===== src/rtl/bprl_pkg.sv =====
// ----------------------------------------------------------------------------
// bprl_pkg
// Types and constants shared by the BSP point region locator.
// ----------------------------------------------------------------------------
package bprl_pkg;

    localparam int MAX_NODES = 256;
    localparam int FRAC_BITS = 12;
    localparam int ADDR_W    = $clog2(MAX_NODES);
    localparam int LINK_W    = ADDR_W + 1;
    localparam int CNT_W     = ADDR_W + 1;
    localparam int CRD_W     = 24;
    localparam int RGN_W     = 16;
    localparam int OFF_W     = 50;
    localparam int PROD_W    = 2 * CRD_W;
    localparam int ACC_W     = OFF_W + 1;

    typedef enum logic [1:0] {
        OP_QUERY   = 2'd0,
        OP_ADD_POS = 2'd1,
        OP_ADD_NEG = 2'd2,
        OP_REMOVE  = 2'd3
    } op_t;

    localparam logic [1:0] ST_OK   = 2'd0;
    localparam logic [1:0] ST_FULL = 2'd1;
    localparam logic [1:0] ST_BAD  = 2'd2;

    localparam logic [LINK_W-1:0] LINK_NONE = '1;
    localparam logic [RGN_W-1:0]  RGN_NONE  = '1;

    typedef struct packed {
        logic signed [CRD_W-1:0] nx;
        logic signed [CRD_W-1:0] ny;
        logic signed [OFF_W-1:0] off;
        logic [LINK_W-1:0]       par;
        logic [LINK_W-1:0]       pc;
        logic [LINK_W-1:0]       nc;
        logic [RGN_W-1:0]        pr;
        logic [RGN_W-1:0]        nr;
    } node_t;

    localparam node_t ROOT_NODE = '{
        nx:  CRD_W'(1) <<< FRAC_BITS,
        ny:  '0,
        off: '0,
        par: LINK_NONE,
        pc:  LINK_NONE,
        nc:  LINK_NONE,
        pr:  RGN_NONE,
        nr:  RGN_NONE
    };

    typedef struct packed {
        logic load;
        logic mul;
        logic acc;
    } mac_ctl_t;

endpackage


===== src/rtl/bprl_mac.sv =====
// ----------------------------------------------------------------------------
// bprl_mac
// Shared multiply-accumulate unit with a registered product.
// ----------------------------------------------------------------------------
module bprl_mac (
    input  logic                               clk,
    input  bprl_pkg::mac_ctl_t                 ctl,
    input  logic signed [bprl_pkg::CRD_W-1:0]  a,
    input  logic signed [bprl_pkg::CRD_W-1:0]  b,
    input  logic signed [bprl_pkg::ACC_W-1:0]  init,
    output logic signed [bprl_pkg::ACC_W-1:0]  acc
);
    import bprl_pkg::*;

    logic signed [PROD_W-1:0] prod_reg;
    logic signed [ACC_W-1:0]  acc_reg;

    always_ff @(posedge clk)
    begin
        if (ctl.mul)
            prod_reg <= a * b;
        if (ctl.load)
            acc_reg <= init;
        else if (ctl.acc)
            acc_reg <= acc_reg + ACC_W'(prod_reg);
    end

    assign acc = acc_reg;

endmodule


===== config.mk =====
export PLATFORM = sky130hd
export DESIGN_NAME = bprl_mac
export DESIGN_NICKNAME = d
export VERILOG_FILES = /design/src/rtl/bprl_pkg.sv /design/src/rtl/bprl_mac.sv
export SDC_FILE = /design/constraint.sdc
export NUM_CORES = 2
export LEC_CHECK = 0
export ABC_AREA = 1
export BUFFER_PORTS_ARGS = -buffer_cell sky130_fd_sc_hd__buf_2
export CAP_MARGIN = 0
export CORE_ASPECT_RATIO = 0.7
export CORE_MARGIN = 3
export CORE_UTILIZATION = 55
export DETAILED_ROUTE_END_ITERATION = 6
export HOLD_SLACK_MARGIN = 0.03
export PLACE_DENSITY = 0.72
export RECOVER_POWER = 25
export SLEW_MARGIN = 20
export SYNTH_ARGS = -nofsm -noshare
export SYNTH_HDL_FRONTEND = slang
export SYNTH_SLANG_ARGS = --single-unit

===== constraint.sdc =====
create_clock -name clk -period 8 [get_ports clk]
set_input_delay 1.2 -clock clk [delete_from_list [all_inputs] [get_ports clk]]
set_output_delay 1.2 -clock clk [all_outputs]
set_load 0.01 [all_outputs]

* Word-level counts from Yosys, hierarchy flattened
Index checks and enable logic that the tools add are counted. Widths: inputs -> output; s select.
Word-level totals: word-level logic and storage cells 7, register bits 99, input port bits 103
Cells by class: mux-type cells 2, multipliers 1, reductions and logical operators 1, add/subtract/negate cells 1
Operator list (count):
- $mux 51 | 2
- $add 51x48->51 | 1
- $mul 24x24->48 | 1
- $reduce_bool 2->1 | 1

* Depth between registers and ports, before layout
word-level depth 3, depth in mapped cells 27, depth with buffers taken out 26

* Least setup slack after synthesis
OpenSTA, ideal clock, no wires.
path type input -> register, from input port a[23] (netlist bit), to register prod_reg[38] (data pin), setup slack 0.779 ns, path buffers 1, stages 23, data arrival time 6.962 ns, library setup time 0.259 ns, cell sequence clkbuf_1 > nand2_1 > inv_1 > fa_1 > inv_1 > fa_1 > inv_1 > fa_1 > inv_1 > fa_1 > fa_1 > inv_1 > fa_1 > inv_1 > fa_1 > inv_1 > ha_1 > a21oi_1 > a21boi_0 > o21ai_0 > a21oi_1 > nand3_1 > xor2_1
Between the ends: word-level cells in the longest chain between the ends 1
Ends and longest elaborated chain:
- from (decl) | RTL line bprl_mac.sv:8 | input logic signed [bprl_pkg::CRD_W-1:0] a,
- $mul 24x24->48 | RTL line bprl_mac.sv:21 | prod_reg <= a * b;
- to (signal assigned) | RTL line bprl_mac.sv:21
- to (decl) | RTL line bprl_mac.sv:15 | logic signed [PROD_W-1:0] prod_reg;
Every way passes these cells. A chain may end at the register's enable or synchronous reset.

* Worst setup path after layout
from input port b[1] (netlist bit), to register prod_reg[36] (data pin)
Between the ends: word-level cells in the longest chain between the ends 1
Ends and longest elaborated chain:
- from (decl) | RTL line bprl_mac.sv:9 | input logic signed [bprl_pkg::CRD_W-1:0] b,
- $mul 24x24->48 | RTL line bprl_mac.sv:21
Every way passes these cells.

==> impl_metrics.toml <==
[yosys]
synth_commonest_cells = "sky130_fd_sc_hd__nand2_1 (1258), sky130_fd_sc_hd__inv_1 (1148), sky130_fd_sc_hd__fa_1 (608), sky130_fd_sc_hd__ha_1 (184), sky130_fd_sc_hd__nor2_1 (158)"
ys_seq_area_share_pct = 9.64
synth_ff_type = "sky130_fd_sc_hd__edfxtp_1"
synth-xor-area-share_pct = 1.53
synthesis.yosys.warnings = 0
synth_edf_count = 99
post_synth_main_area_contributors = "sky130_fd_sc_hd__fa_1 (39%), sky130_fd_sc_hd__nand2_1 (15%), sky130_fd_sc_hd__inv_1 (14%), sky130_fd_sc_hd__edfxtp_1 (9.6%), sky130_fd_sc_hd__ha_1 (7.5%)"
post_synth_num_cell_types = 38
syn-instance-count = 4126
asyncSetResetFlopFracSynth_pct = 0
yosysTopAreaCell = "sky130_fd_sc_hd__fa_1"
synthesis.area_per_instance_sq_um = 7.48
synth-compound-area-share_pct = 2.88
synth_top_family_by_area = "adder cells"
synth_area_sq_um = 30900
synthesis.nets = 5021
synthAdderAreaFrac_pct = 46.9
netlist.area_leader.share_pct = 39.5
post-synth-top-count-cell = "sky130_fd_sc_hd__nand2_1"
ys_seq_elements = 99
yosys.area_share.simple_pct = 23.0
yosys-mux-area-fraction_pct = 0

[placement]
dp_hpwl_um = 79800
io_buffers = 153
pre_cts_ws_ps = 145
routabilityCongestion = 0.985

[critical_path]
critPathRequiredTime_ps = 8110
crit_path_top_delay_cell = "sky130_fd_sc_hd__clkbuf_1"
worst-setup-path-type = "input pin to flop"
crit_path_frequent_cell = "sky130_fd_sc_hd__fa_1"
worstSetupStartpointType = "input pin"
critical_path.max_fanout = 15
crit_path_arrival_time_ps = 7670
worstSetupEndpointType = "flop"
max_stage_delay_ps = 760

[route]
drt_iter0_markers = 2665
vias_per_cell = 5.18
avgRoutedWirePerCell_um = 18.8
firstDrtPassIters = 5
vias = 25800
antenna_violating_nets_post_route = 0
wirelength_um = 93700
drc = 0

[clock_tree]
post_cts_buffers = 0
tritoncts.num_buffers = 9
cts_sinks = 99
tritoncts = "done"
cts.path.max_buffers = 2
cts.htree.levels = 3
clk_pin_slew_ps = 80
clock-root-buffer = "sky130_fd_sc_hd__clkbuf_16"
cts.hold.buffers_added = 0
insertion_delay_ps = 370
post_cts_resized = 0

[global_routing]
grt_max_degree = 55
grt_first_pass_wirelength_um = 149000
first_global_vias = 26300
grt_remaining_overflow = 0
grt_antenna_before_repair = 1
track_usage_pct = 33.3

[die]
die_area_sq_um = 59000
floorplan.die.height_um = 204
number_of_primary_i_o_pins = 154
core-area_sq_um = 54500
die_width_um = 289
start_util_pct = 56.6
core.rowCount = 71

[flow_run]
drv.max_cap_violation_count = 2

[final_layout]
share_of_layout_cells_above_drive_strength_1_pct = 9.21
antenna_cells_inserted = 0
register_area_sq_um = 2970
area_growth_syn_to_layout_pct = 6.42
nNetsFinal = 5134
largest_register_ffs = 51
fillCellCount = 5166
multiInputGateArea_sq_um = 22900

[min_path]
timing.hold.worst.class = "flop to flop"

[timing]
layout_setup_ws_ps = 444
worst_slew_pin_slew_ps = 2870
worst_clock_skew_ps = 12.8
unrepaired_setup_endpoints_after_global_routing = "no"
timing.slew.headroom_pct = -91.1
hold_viol = 0
totalNegativeSetupSlack_ps = 0
period_minus_slack_ps = 7560
setup-violations-final = 0
achievable-frequency_mhz = 132
layout_worst_path_cycle_share_pct = 94.5
final_max_slew_viol_count = 104

[run_status]
run_status = "finished with violations"
violations = "capacitance limit, slew limit"
-- cells in the final DEF (no fill, tap or decap), drive strengths merged --
cell	synthesis	routed
a21boi	3	3
a21o	6	6
a21oi	93	93
a31oi	5	5
and2	3	3
and3	1	1
buf	3	196
clkbuf	104	22
clkinv	9	12
clkinvlp	0	1
edfxtp	99	99
fa	608	608
ha	184	184
inv	1199	1202
nand2	1285	1285
nand3	133	133
nand3b	8	8
nand4	24	24
nor2	203	203
nor3	21	21
o211ai	1	1
o21ai	40	40
o21bai	11	11
or2	29	29
xnor2	23	23
xor2	31	31
-- metrics by stage --
| stage | area (sq um) | std cells | hold slack [ps] | util [%] |
|---|---|---|---|---|
| after floorplan | 30900 | 4126 | 599 | - |
| after global placement | 32600 | 4958 | 655 | 59.7 |
| after detailed placement | 32600 | 4958 | 662 | 59.7 |
| after CTS | 32900 | 4974 | 680 | 60.2 |
| after global routing | 32800 | 4974 | 705 | 60.2 |
| final | 32800 | 4974 | 670 | 60.2 |
-- final cells by class --
| cell class | instances | share of cell area [%] |
|---|---|---|
| repair buffers | 209 | 3.62 |
| clock inverters | 7 | 0.179 |
| well taps | 730 | 2.78 |
| inverters | 1208 | 13.8 |
| flip-flops and latches | 99 | 9.05 |
| multi-input cells | 2712 | 69.9 |
| clock buffers | 9 | 0.686 |
-- kinds of logic after synthesis --
logic type / after synthesis
AOI/OAI and AO/OA: 159
adders and majority gates: 792
buffers and inverters: 1315
xor gates and xnor gates: 54
DFF: 99
and+or+nand+nor: 1707
-- layer usage --
layer  wire length (um)  vias to the layer above  GRT usage (%)
li1                   -                    12000              -
met1              44000                    12400           52.9
met2              37600                     1224           46.7
met3              10900                       92           8.05
met4               1240                        2           4.91
met5                 13                        -              0
-- worst max-delay path, delay by kind of cell --
family                   cells  cell delay (ps)
adder cells (fa/ha/maj)      8             3650
buffers and inverters        7             1460
AND/OR/NAND/NOR             10             1350
-- path summary, 6_finish.rpt --
path | cells past startpoint | end | slack [ps] | start
setup / recovery | 25 | prod_reg[36]$_DFFE_PP_ | 440 | b[1]
hold / removal | 3 | acc[0]$_DFFE_PP_ | 670 | prod_reg[0]$_DFFE_PP_
setup reg to reg | 10 | acc[37]$_DFFE_PP_ | 4940 | acc[35]$_DFFE_PP_
hold reg to reg | 3 | acc[0]$_DFFE_PP_ | 670 | prod_reg[0]$_DFFE_PP_
Power is not shown: default switching activity piles up to over one toggle a cycle in this logic, so the estimate is an artifact.
